## src/rtl/mamd_pkg.sv

```systemverilog
// Shared types, operation codes and sizes for the MIPS ALU with multiply and divide.
`default_nettype none

package mamd_pkg;

    // Data word width and the number of one-bit divide steps.
    localparam int WORD_W    = 32;
    localparam int DIV_STEPS = WORD_W;

    // Operation codes; codes 13 to 15 mean nothing and give an all-zero result.
    typedef enum logic [3:0] {
        OP_ADD = 4'd0,
        OP_AND = 4'd1,
        OP_DIV = 4'd2,
        OP_EQ  = 4'd3,
        OP_LT  = 4'd4,
        OP_MUL = 4'd5,
        OP_NEQ = 4'd6,
        OP_OR  = 4'd7,
        OP_SLL = 4'd8,
        OP_SRA = 4'd9,
        OP_SRL = 4'd10,
        OP_SUB = 4'd11,
        OP_XOR = 4'd12
    } op_t;

    // One input item.
    typedef struct packed {
        logic signed [WORD_W-1:0] left_operand;
        logic signed [WORD_W-1:0] right_operand;
        logic        [3:0]        operation;
    } in_item_t;

    // One result item.
    typedef struct packed {
        logic signed [WORD_W-1:0] low_result;
        logic signed [WORD_W-1:0] high_result;
        logic                     high_written;
    } out_item_t;

    // Contents of one pipeline stage between the front end and the output.
    typedef struct packed {
        logic              valid;
        logic              is_div;
        logic              div_zero;
        logic              q_neg;
        logic              r_neg;
        logic              hw;
        logic [WORD_W-1:0] lo;
        logic [WORD_W-1:0] hi;
        logic [WORD_W-1:0] rem;
        logic [WORD_W-1:0] dvd;
        logic [WORD_W-1:0] dvs;
    } stage_t;

endpackage

`default_nettype wire

```

## src/rtl/mamd_div_step.sv

```systemverilog
// One registered restoring-division step that settles one quotient bit.
`default_nettype none

module mamd_div_step (
    input  wire logic            clk,
    input  wire logic            rst_n,
    input  wire logic            en,
    input  wire mamd_pkg::stage_t prev,
    output mamd_pkg::stage_t      curr
);

    logic [mamd_pkg::WORD_W:0]   rem_shift;
    logic [mamd_pkg::WORD_W:0]   diff;
    logic                        q_bit;
    mamd_pkg::stage_t            curr_next;
    mamd_pkg::stage_t            stage_reg;

    assign curr = stage_reg;

    // Shift the next dividend bit into the partial remainder and try the subtract.
    always_comb
    begin
        rem_shift = {prev.rem, prev.dvd[mamd_pkg::WORD_W-1]};
        diff      = rem_shift - {1'b0, prev.dvs};
        q_bit     = ~diff[mamd_pkg::WORD_W];
        curr_next = prev;
        curr_next.rem = q_bit ? diff[mamd_pkg::WORD_W-1:0]
                              : rem_shift[mamd_pkg::WORD_W-1:0];
        // Quotient bits fill the dividend register from the bottom.
        curr_next.dvd = {prev.dvd[mamd_pkg::WORD_W-2:0], q_bit};
    end

    // Stage register; reset clears it and a stall holds it.
    always_ff @(posedge clk or negedge rst_n)
    begin
        if (!rst_n)
        begin
            stage_reg <= '0;
        end
        else if (en)
        begin
            stage_reg <= curr_next;
        end
    end

endmodule

`default_nettype wire

```

## config.mk

```make
export PLATFORM = sky130hd
export DESIGN_NAME = mamd_div_step
export DESIGN_NICKNAME = d
export VERILOG_FILES = /design/src/rtl/mamd_pkg.sv /design/src/rtl/mamd_div_step.sv
export SDC_FILE = /design/constraint.sdc
export NUM_CORES = 1
export LEC_CHECK = 0
export ABC_CLOCK_PERIOD_IN_PS = 950
export BUFFER_PORTS_ARGS = -buffer_cell sky130_fd_sc_hd__buf_2
export CELL_PAD_IN_SITES_DETAIL_PLACEMENT = 1
export CELL_PAD_IN_SITES_GLOBAL_PLACEMENT = 1
export CORE_ASPECT_RATIO = 1.25
export CORE_MARGIN = 1
export CORE_UTILIZATION = 32
export DETAILED_ROUTE_END_ITERATION = 7
export PLACE_DENSITY_LB_ADDON = 0.1
export SYNTH_ARGS = -nofsm -noshare
export SYNTH_HDL_FRONTEND = slang
export SYNTH_SLANG_ARGS = --single-unit
```

## constraint.sdc

```tcl
create_clock -name clk -period 0.95 [get_ports clk]
set_input_delay 0.19 -clock clk [delete_from_list [all_inputs] [get_ports clk]]
set_output_delay 0.19 -clock clk [all_outputs]
set_load 0.1 [all_outputs]
```

==> key figures <==
Status
  • Status: complete, but fails checks
  • Failing checks: setup timing

Setup path
  • CP max-delay cell: or4b_4
  • Worst R2R Path Depth: 3
  • Critical Path AT: roughly 2700 ps
  • Reg2reg setup slack: -200 ps
  • CP Launch Type: input pin
  • Crit path buffers/inverters: 3
  • CP startpoint: prev[27]
  • Crit-path max FO: 14
  • Reg2reg start: curr[125]$_DFFE_PN0P_
  • CP delay by family, top: compound AO/OA/AOI/OAI gates
  • Crit. End Element: register
  • Critical-path cell list: buf_2 > inv_1 > ha_1 > a21oi_1 > o211ai_1 > a21oi_1 > o211ai_1 > a31oi_2 > o2bb2ai_4 > buf_12 > or4b_4 > nand3b_1
  • Reg-to-reg critical path endpoint: curr[125]$_DFFE_PN0P_
  • Critical path depth: 12
  • CP endpoint: curr[91]$_DFFE_PN0P_
  • WP data required: 1320 ps
  • Slowest stage delay, CP: 490 ps
  • Critical setup path kind: in2reg

Yosys
  • Register area share after synthesis: around 51%
  • YS warnings: 0
  • Synth unique cells: 56
  • Post-Syn Nets: 917
  • Synth Area in XOR/XNOR: 2.246%
  • Main synth FF type: dfrtp_1
  • Mux contribution to synthesized area: 19.07%
  • Cell Area, Synth: 8189 µm²
  • Synth Area in Adders: 5.134%
  • EDFF count, synth: 0
  • Post-synthesis sequential element count: 166
  • Top cell type's share of synthesized area: 50.73%
  • Syn Inst Count: roughly 720
  • Synth Area in Simple Gates: 7.105%
  • Avg Inst Size Synth: about 11 µm²
  • Post-synth top area cell: dfrtp_1
  • Fraction of registers with async set or reset after synthesis: between 90% and 100%
  • Compound-Gate Fraction of Synth Area: 11.93%
  • Top cells by area, synth: dfrtp_1, mux2_2, ha_1
  • Largest family of logic cells by synthesized area: multiplexers

Die
  • Die area: 26240 µm²
  • I/O pin total: 335
  • Core area: ~25000 µm²
  • Die Wd: 145.1 µm
  • Initial Util: 32.48%
  • Num rows: 65
  • Die H: 180.9 µm

Hold path
  • Worst hold path type: in2reg

Power
  • Pwr/cell area: 1979 nW/µm²
  • Leakage power: approximately 7.6 nW
  • Switching Fraction: 41.76%
  • Worst VDD drop: 0.001442 V
  • Internal Dissipation: about 20 mW
  • Fraction of power consumed by the clock network: between 20% and 30%
  • Share of power burned in registers: 27.8%
  • Logic gate share of total power: between 40% and 50%
  • Overall power: 33.50 mW
  • Switching Power: 13.99 mW

Placed design
  • Gpl congestion: roughly 0.8
  • IO buf count: roughly 330
  • Dpl cells: 1514
  • DP HPWL: 24090 µm

Routing
  • Antenna violation net count after detailed routing: 0
  • DR vias/cell: 5.128
  • Routed via count: 8672
  • Residual DRC: 0
  • Drt total wl: 43860 µm
  • First-pass detailed-route iteration total: 4
  • DRT iter0 DRCs: approximately 260
  • WL per Instance: between 20 and 30 µm

Timing
  • Fin. Hold Viols: 0
  • Crit path time final: around 2400 ps
  • RSZ-0062 raised after global routing: yes
  • Hold_ws: 3.641 ps
  • Fmax: about 0.42 GHz
  • # setup viols final: ~220
  • Worst slew margin: 69.13%
  • Slew @ Worst Pin: 463.1 ps
  • Fin. max-slew vios: 0
  • Worst setup margin: -1417 ps
  • Layout Skew: 0 ps
  • Fin crit share: 249.1%

GRT
  • Initial antenna violation count: 8
  • Vias in the first global route: 9701
  • Largest net degree at the start of global routing: 45
  • GRT overflow: 0
  • First-pass GRT wire length: 58130 µm
  • GRT Total Usage: 29.41%

CTS
  • H-tree lvl count: 4
  • CTS clk-pin slew, worst paths: 80 ps
  • CTS Root Cell: clkbuf_16
  • CTS tree: yes
  • CTS Sinks: about 170
  • CTS Buf Count: 17
  • Clock latency on the worst-skew pair: 430 ps
  • Clk buf depth: 2

Final layout
  • Final cell count without fillers: 1691
  • Final net count: 1537
  • Fraction of layout cells with a size suffix above 1: roughly 69%
  • Final core occ: 67.15%
  • Area Overhead vs Synth: 106.7%
  • Max reg flops: 166

Flow run
  • Max-Cap Viols: 0
-- metal layers --
layer / wire length (µm) / up-vias / track usage (%)
met5: 11 / - / 0
met4: 2260 / 2 / 16.42
met3: 2408 / 139 / 8.182
met2: 23430 / 395 / 55.08
met1: 15750 / 4354 / 28.97
li1: - / 3782 / -
-- what timing repair did --
| item | CTS | global route |
|---|---|---|
| cloned | 0 | 0 |
| gates resized for setup | 48 | 48 |
| setup buffers | 15 | 23 |
| pin swaps | 23 | 13 |
| endpoints found under the hold margin | 261 | 7 |
| hold buffers | 96 | 7 |
| endpoints found under the setup margin | 199 | 207 |
-- worst reg2reg max path: cells and delay by family, from the launching register on --
kind / cells / cell delay, ps
flops: 1 / 510
mux: 1 / 270
buf+inv: 2 / 250
-- cell usage after synthesis (3+ instances only) --
library cell,count
o21a_1,7
o31ai_1,4
a21oi_1,50
nand4_1,5
buf_2,5
inv_1,46
nor2b_1,9
o31a_1,3
nand3_1,5
o21ai_0,20
a21o_1,8
a31oi_1,19
nor2_1,45
o211ai_1,6
dfrtp_1,166
o21bai_1,5
ha_1,32
o21ai_1,9
xor2_1,10
mux2i_1,3
xnor2_1,11
mux2_2,136
nand2_1,44
clkbuf_1,24
nor3_1,3
-- power groups by stage --
stage / combinational (mW) / sequential, mW / clock, mW
floorplan: 2.30 / 15.0 / 0
CTS: 15.0 / 9.19 / 8.26
detailed placement: 14.3 / 9.32 / 0
finish: 15.8 / 9.32 / 8.42
global placement: 14.2 / 9.25 / 0
global route: 16.2 / 9.41 / 8.71
-- cells by family after synthesis --
logic type | after synthesis
mux | 139
simple gates | 127
xor+xnor | 21
compound gates | 152
flops | 166
fa+ha+maj | 33
buf+inv | 77
-- per-stage QoR --
step	setup slack, ps	area [µm²]	TNS, ps
CTS	-1219	16510	-90820
floorplan	-1402	8797	-60020
finish	-1417	16930	-96530
detailed placement	-1831	14540	-78980
global route	-1508	16930	-103960
global placement	-1787	14540	-74880
-- area by class of cell --
class                      instances  area [µm²]
fill                            2434        8283
sequential                       166        4548
clock inverter                    12       221.5
timing repair buffer             632        6943
antenna                            8       20.02
tap                              335       419.2
multi-input combinational        472        4140
inverter                          46       180.2
clock buffer                      20       456.7
-- how the worst min path moves through the flow --
stage          startpoint                    end  slack (ps)  cells past startpoint
3_5_place_dp        rst_n  curr[146]$_DFFE_PN0P_          40                      1
2_1_floorplan       rst_n    curr[0]$_DFFE_PN0P_        -110                      0
3_3_place_gp        rst_n  curr[146]$_DFFE_PN0P_          40                      1
5_1_grt         prev[121]  curr[121]$_DFFE_PN0P_          -6                      2
6_report         prev[27]   curr[27]$_DFFE_PN0P_           4                      2
4_1_cts          prev[25]   curr[25]$_DFFE_PN0P_       0.009                      2
-- layout by cell type, fill, tap and decap left out, drive strengths merged, types with 9 or more instances in the layout --
cell type,synthesis,final
a21oi,50,50
a31oi,19,19
buf,7,528
clkbuf,24,21
dfrtp,166,166
dlygate4sd3,0,103
ha,32,32
inv,46,47
mux2,136,136
nand2,44,44
nor2,45,45
nor2b,9,9
o21ai,29,29
xnor2,11,11
xor2,10,10
(Power assumes the default switching activity.)
